<file path="config.mk">
export PLATFORM = sky130hd
export DESIGN_NAME = bbe_div
export DESIGN_NICKNAME = d
export VERILOG_FILES = /design/src/rtl/core/bbe_pkg.sv /design/src/rtl/core/bbe_div.sv
export SDC_FILE = /design/constraint.sdc
export NUM_CORES = 1
export LEC_CHECK = 0
export BUFFER_PORTS_ARGS = -buffer_cell sky130_fd_sc_hd__buf_2
export CORE_UTILIZATION = 30
export CTS_CLUSTER_DIAMETER = 60
export DETAILED_ROUTE_END_ITERATION = 12
export PLACE_DENSITY = 0.59
export REMOVE_ABC_BUFFERS = 1
export SLEW_MARGIN = 20
export SYNTH_ARGS = -nofsm -noshare
export SYNTH_HDL_FRONTEND = slang
export SYNTH_SLANG_ARGS = --single-unit
</file>
<file path="constraint.sdc">
create_clock -name clk -period 4.49 [get_ports clk]
set_input_delay 0.449 -clock clk [delete_from_list [all_inputs] [get_ports clk]]
set_output_delay 0.449 -clock clk [all_outputs]
set_load 0.005 [all_outputs]
</file>
<file path="src/rtl/core/bbe_pkg.sv">
package bbe_pkg;

    localparam int MAX_WIDTH   = 1024;
    localparam int MAX_HEIGHT  = 4096;
    localparam int MAX_RADIUS  = 7;
    localparam int STORE_DEPTH = MAX_WIDTH * (2 * MAX_RADIUS + 1);

    localparam int ADDR_W  = $clog2(STORE_DEPTH);
    localparam int COL_W   = $clog2(MAX_WIDTH);
    localparam int ROW_W   = $clog2(MAX_HEIGHT);
    localparam int WCFG_W  = COL_W + 1;
    localparam int HCFG_W  = ROW_W + 1;
    localparam int LIN_W   = COL_W + ROW_W + 1;
    localparam int SUM_W   = 16;
    localparam int CNT_W   = 8;
    localparam int PIX_W   = 24;

    // register indexes
    localparam logic [1:0] REG_RADIUS = 2'd0;
    localparam logic [1:0] REG_WIDTH  = 2'd1;
    localparam logic [1:0] REG_HEIGHT = 2'd2;

    // input item kinds
    localparam logic OP_PIXEL = 1'b0;
    localparam logic OP_DRAIN = 1'b1;

    typedef struct packed {
        logic [SUM_W-1:0] red;
        logic [SUM_W-1:0] green;
        logic [SUM_W-1:0] blue;
    } sums_t;

endpackage

</file>
<file path="src/rtl/core/bbe_div.sv">
module bbe_div
    import bbe_pkg::*;
(
    input  logic             clk,
    input  logic             rst_n,
    input  logic             start,
    input  sums_t            sums,
    input  logic [CNT_W-1:0] divisor,
    output logic             done,
    output logic [7:0]       q_red,
    output logic [7:0]       q_green,
    output logic [7:0]       q_blue
);

    logic             busy_reg, busy_next;
    logic [4:0]       step_reg, step_next;
    logic [SUM_W:0]   rem_reg [3], rem_next [3];
    logic [SUM_W-1:0] quo_reg [3], quo_next [3];
    logic [CNT_W-1:0] dvs_reg;
    logic [SUM_W:0]   trial [3];

    // one restoring step on all three channels
    always_comb
    begin
        busy_next = busy_reg;
        step_next = step_reg;
        for (int i = 0; i < 3; i++)
        begin
            rem_next[i] = rem_reg[i];
            quo_next[i] = quo_reg[i];
            trial[i]    = {rem_reg[i][SUM_W-1:0], quo_reg[i][SUM_W-1]};
        end
        if (start)
        begin
            busy_next   = 1'b1;
            step_next   = 5'd0;
            rem_next[0] = '0;
            rem_next[1] = '0;
            rem_next[2] = '0;
            quo_next[0] = sums.red;
            quo_next[1] = sums.green;
            quo_next[2] = sums.blue;
        end
        else if (busy_reg)
        begin
            for (int i = 0; i < 3; i++)
            begin
                if (trial[i] >= {{(SUM_W+1-CNT_W){1'b0}}, dvs_reg})
                begin
                    rem_next[i] = trial[i] - {{(SUM_W+1-CNT_W){1'b0}}, dvs_reg};
                    quo_next[i] = {quo_reg[i][SUM_W-2:0], 1'b1};
                end
                else
                begin
                    rem_next[i] = trial[i];
                    quo_next[i] = {quo_reg[i][SUM_W-2:0], 1'b0};
                end
            end
            step_next = step_reg + 5'd1;
            if (step_reg == 5'(SUM_W - 1))
            begin
                busy_next = 1'b0;
            end
        end
    end

    always_ff @(posedge clk or negedge rst_n)
    begin
        if (!rst_n)
        begin
            busy_reg <= 1'b0;
            step_reg <= '0;
        end
        else
        begin
            busy_reg <= busy_next;
            step_reg <= step_next;
        end
    end

    always_ff @(posedge clk)
    begin
        for (int i = 0; i < 3; i++)
        begin
            rem_reg[i] <= rem_next[i];
            quo_reg[i] <= quo_next[i];
        end
        if (start)
        begin
            dvs_reg <= divisor;
        end
    end

    assign done    = busy_reg && (step_reg == 5'(SUM_W - 1));
    assign q_red   = quo_next[0][7:0];
    assign q_green = quo_next[1][7:0];
    assign q_blue  = quo_next[2][7:0];

endmodule

</file>
* Word-level counts from Yosys, hierarchy flattened
Memory sizes are Yosys's and may differ from the RTL's. Cells that the tools add are included.
Word-level totals: output and inout port bits 25, word-level logic and storage cells 30, RAM bits 99, memories kept 2, register bits after elaboration 14
Operators by class: mux-type cells 15, equality and inequality tests 1, add/sub/neg operators 4, reduce and logical (&&, ||, !) cells 2, $lt $le $gt $ge 3
Memories:
- rem_reg | depth 3, bits a word 17, read ports 3, clocked after memory_dff 0, wr ports 3, RTL line bbe_div.sv:17 | logic [SUM_W:0] rem_reg [3], rem_next [3];
- quo_reg | depth 3, bits a word 16, read ports 3, clocked after memory_dff 0, wr ports 3, RTL line bbe_div.sv:18 | logic [SUM_W-1:0] quo_reg [3], quo_next [3];
Operators by type and width (count):
- $mux 51 | 2
- $mux 48 | 2
- $ge 17x8->1 | 3
- $mux 17 | 3
- $sub 17x8->17 | 3
- $mux 5 | 2
- $mux 1 | 6
- $add 5x1->5 const B | 1
- $eq 5x4->1 const B | 1
- $reduce_bool 2->1 | 1
- $logic_and 1x1->1 | 1

* Logic depth before layout (Yosys ltp)
word-level depth 4, mapped depth 12, mapped depth without buffers 10

* Least setup slack after synthesis
OpenSTA, ideal clock, no wires.
kind reg-to-output, start point register dvs_reg[6], end point output port q_green[0], arrival 2.274 ns, buffers on the path 4, slack 1.767 ns, cell stages (with the launch flop) 13, cells stage by stage edfxtp_1 -> inv_1 -> ha_1 -> buf_2 -> a21oi_1 -> o211ai_2 -> nor4_4 -> and2_0 -> buf_2 -> buf_6 -> a211oi_1 -> a21o_1 -> buf_4
RTL lines:
- start: declaration | RTL line bbe_div.sv:19 | logic [CNT_W-1:0] dvs_reg;
- start signal: assignment | RTL line bbe_div.sv:90 | dvs_reg <= divisor;
- end: declaration | RTL line bbe_div.sv:11 | output logic [7:0] q_green,

* Worst setup path in the final report
start point register dvs_reg[1], end point output port q_blue[0]
Between the ends: longest elaborated chain between the ends 4
RTL lines:
- $ge 17x8->1 | RTL line bbe_div.sv:48 | if (trial[i] >= {{(SUM_W+1-CNT_W){1'b0}}, dvs_reg})
- $mux 1 | RTL line bbe_div.sv:48
- $mux 48 | RTL line bbe_div.sv:44 | else if (busy_reg)
- $mux 48 | RTL line bbe_div.sv:33 | if (start)
- end: declaration | RTL line bbe_div.sv:12 | output logic [7:0] q_blue
Every way passes these cells.

==> flow_summary.json <==
{
  "drtIter0Drc": 194,
  "gp_congestion": 0.790,
  "grt_pass1_vias": 4591,
  "grt_pass1_wl_um": 22700,
  "ys_ff_latch": 110,
  "placementRows": 52,
  "critPathLaunchType": "flop",
  "drc": 0,
  "syn_area_um2": 6230,
  "dp_hpwl_um": 9500,
  "die-area_um2": 21300,
  "path_max_fanout": 10,
  "synth_async_sr_flop_share": 0.0545,
  "core_region_area_um2": 20300,
  "final_hold_viol_count": 0,
  "drtPass1Iterations": 6,
  "outcome": "finished clean",
  "clk_pin_slew_worst_paths_ns": 0.08,
  "arrival_ns": 2.99,
  "initial_core_util": 0.307,
  "maxCapViolations": 0,
  "placed_area_um2": 6700,
  "grt-ovfl-total": 0,
  "slew_headroom": 0.279,
  "postCtsResizedCells": 0,
  "cp.required_ns": 4.04,
  "portBuffers": 83,
  "synth.distinct_cells": 64,
  "ctsLongestPathBuffers": 2,
  "drive_gt1_frac": 0.176,
  "power_density_nw_per_um2": 582,
  "ys_warn_count": 0,
  "wl_per_cell_um": 13.9,
  "rsz0062_at_grt": "false",
  "hp-class": "input port to flop",
  "drtAntennaViolNets": 0,
  "cts_sinks": 110,
  "synth_area_leaders": "dfxtp_1 (23%), edfxtp_1 (15%), mux2i_1 (6.3%)",
  "ios": 84,
  "ys_top_cells_by_count": "dfxtp_1 (72), nor2_1 (58), o21ai_0 (57)",
  "worst_setup_path_end_kind": "output port",
  "tightest_slew_ns": 1.08,
  "multi_input_area_um2": 3270,
  "syn_area_per_cell_um2": 9.55,
  "skew_ns": 0.0104,
  "yosysTopAreaCellShare": 0.231,
  "cts-root-buf": "clkbuf_16",
  "htree_levels": 3,
  "yosysSeqAreaShare": 0.410,
  "vias": 4702,
  "fp.dieH_um": 146,
  "antenna_found_initial": 1,
  "ys.flop_type": "dfxtp_1",
  "synth_edf_count": 32,
  "n_fill_cell": 2112,
  "setup_viol": 0,
  "area_delta_synth_final_pct": 13.0,
  "via_per_inst": 4.85,
  "wl_um": 13500,
  "tns_ns": 0,
  "nets": 782,
  "yosysMostFrequentCell": "dfxtp_1",
  "peakVddDrop_v": 0.000265,
  "p_leak_uw": 0.00305,
  "yosys.area.top_type": "dfxtp_1",
  "slew_violations": 0,
  "grt_usage": 0.131,
  "cts_made_buffers": 9,
  "grt_max_degree": 55,
  "fin_crit_ns": 3.43,
  "fmaxAchievable_ghz": 0.291,
  "final_area_um2": 7040,
  "seq_area_um2": 2560,
  "finalCritPeriodShare": 0.765,
  "cts_tree": "yes",
  "clk_latency_ns": 0.36,
  "fp.dieW_um": 146,
  "path_class": "flop to output port",
  "syn_inst": 652,
  "n_antenna_cell": 0
}
metal layers:
metal  GRT usage  part of all wire  vias up
li1            -                 -     2446
met1       0.165              0.48     2158
met2       0.218              0.46       85
met3      0.0400             0.048       11
met4      0.0318             0.012        2
met5           0           0.00096        -
cell families (layout without fill, tap and decap cells):
| group | count (synthesis) | in the layout | synth area share |
|---|---|---|---|
| flops | 110 | 110 | 0.410 |
| compound gates | 185 | 185 | 0.200 |
| xor+xnor | 33 | 33 | 0.0464 |
| buf+inv | 80 | 127 | 0.0663 |
| simple gates | 174 | 174 | 0.148 |
| fa+ha+maj | 29 | 29 | 0.0619 |
| mux | 41 | 41 | 0.0669 |
critical path, cell delays in order (launching register included):
cell and delay, ns:
edfxtp_1 0.37, inv_1 0.26, ha_1 0.20, nor2b_1 0.17, o2111ai_1 0.19, a211oi_1 0.70
nor2_4 0.18, a211oi_1 0.31, a21o_1 0.13, buf_2 0.12
cell type report:
class	count	share of cell area
Clock buffer	9	0.0320
Multi-Input combinational cell	462	0.464
Sequential cell	110	0.363
Timing Repair Buffer	90	0.0672
Inverter	21	0.0112
Clock inverter	7	0.0144
Tap cell	270	0.0480
final timing paths:
| check | startpoint | end | slack [ns] | cells after the start |
|---|---|---|---|---|
| max in group asynchronous | rst_n | busy_reg$_DFF_PN0_ | 3.90 | 2 |
| min in group asynchronous | rst_n | step_reg[4]$_DFFE_PN0P_ | 0.42 | 2 |
| worst min register to register | rem_reg[0][2]$_SDFFE_PP0P_ | rem_reg[0][2]$_SDFFE_PP0P_ | 0.49 | 2 |
| worst min-delay path | divisor[2] | dvs_reg[2]$_DFFE_PP_ | 0.26 | 1 |
| worst max register to register | dvs_reg[0]$_DFFE_PP_ | rem_reg[0][29]$_SDFFE_PP0P_ | 1.69 | 9 |
| worst max-delay path | dvs_reg[1]$_DFFE_PP_ | q_blue[0] | 1.06 | 9 |
through the flow:
stage          power, uW  cells  setup slack [ns]  hold slack [ns]   util
5_1_grt             4420    969             0.741            0.249  0.347
6_report            4100    969              1.06            0.263  0.347
4_1_cts             4140    969              1.03            0.251  0.347
2_1_floorplan       2840    593             0.560            0.153      -
3_3_place_gp        3220    952              1.49            0.285  0.330
3_5_place_dp        3240    952              1.45            0.281  0.330
report_power, final:
group	switching (uW)	leakage [uW]	internal [uW]
Clock	431	0.000156	453
Sequential	218	0.00102	1260
Combinational	900	0.00188	838
layout by cell type (no fill, tap or decap), drive strengths merged, types with 4 or more instances in the layout:
master and instances:
buf 89, inv 24, nor2b 6, a311oi 12
nor2 59, or3 10, xnor2 17, a21oi 26
ha 26, clkbuf 9, xor2 16, dfrtp 6
edfxtp 32, nand3 12, o211ai 7, dfxtp 72
o21ai 57, a21o 8, a22o 23, or4 6
mux2i 39, nand2b 6, a211oi 30, nor4 4
nand2 53
repair_timing:
item / in CTS / in global routing
setup buffers: 0 / 0
endpoints found under the hold margin: 6 / 0
hold buffers: 1 / 0
No activity file was read; power rests on OpenSTA's default activity.
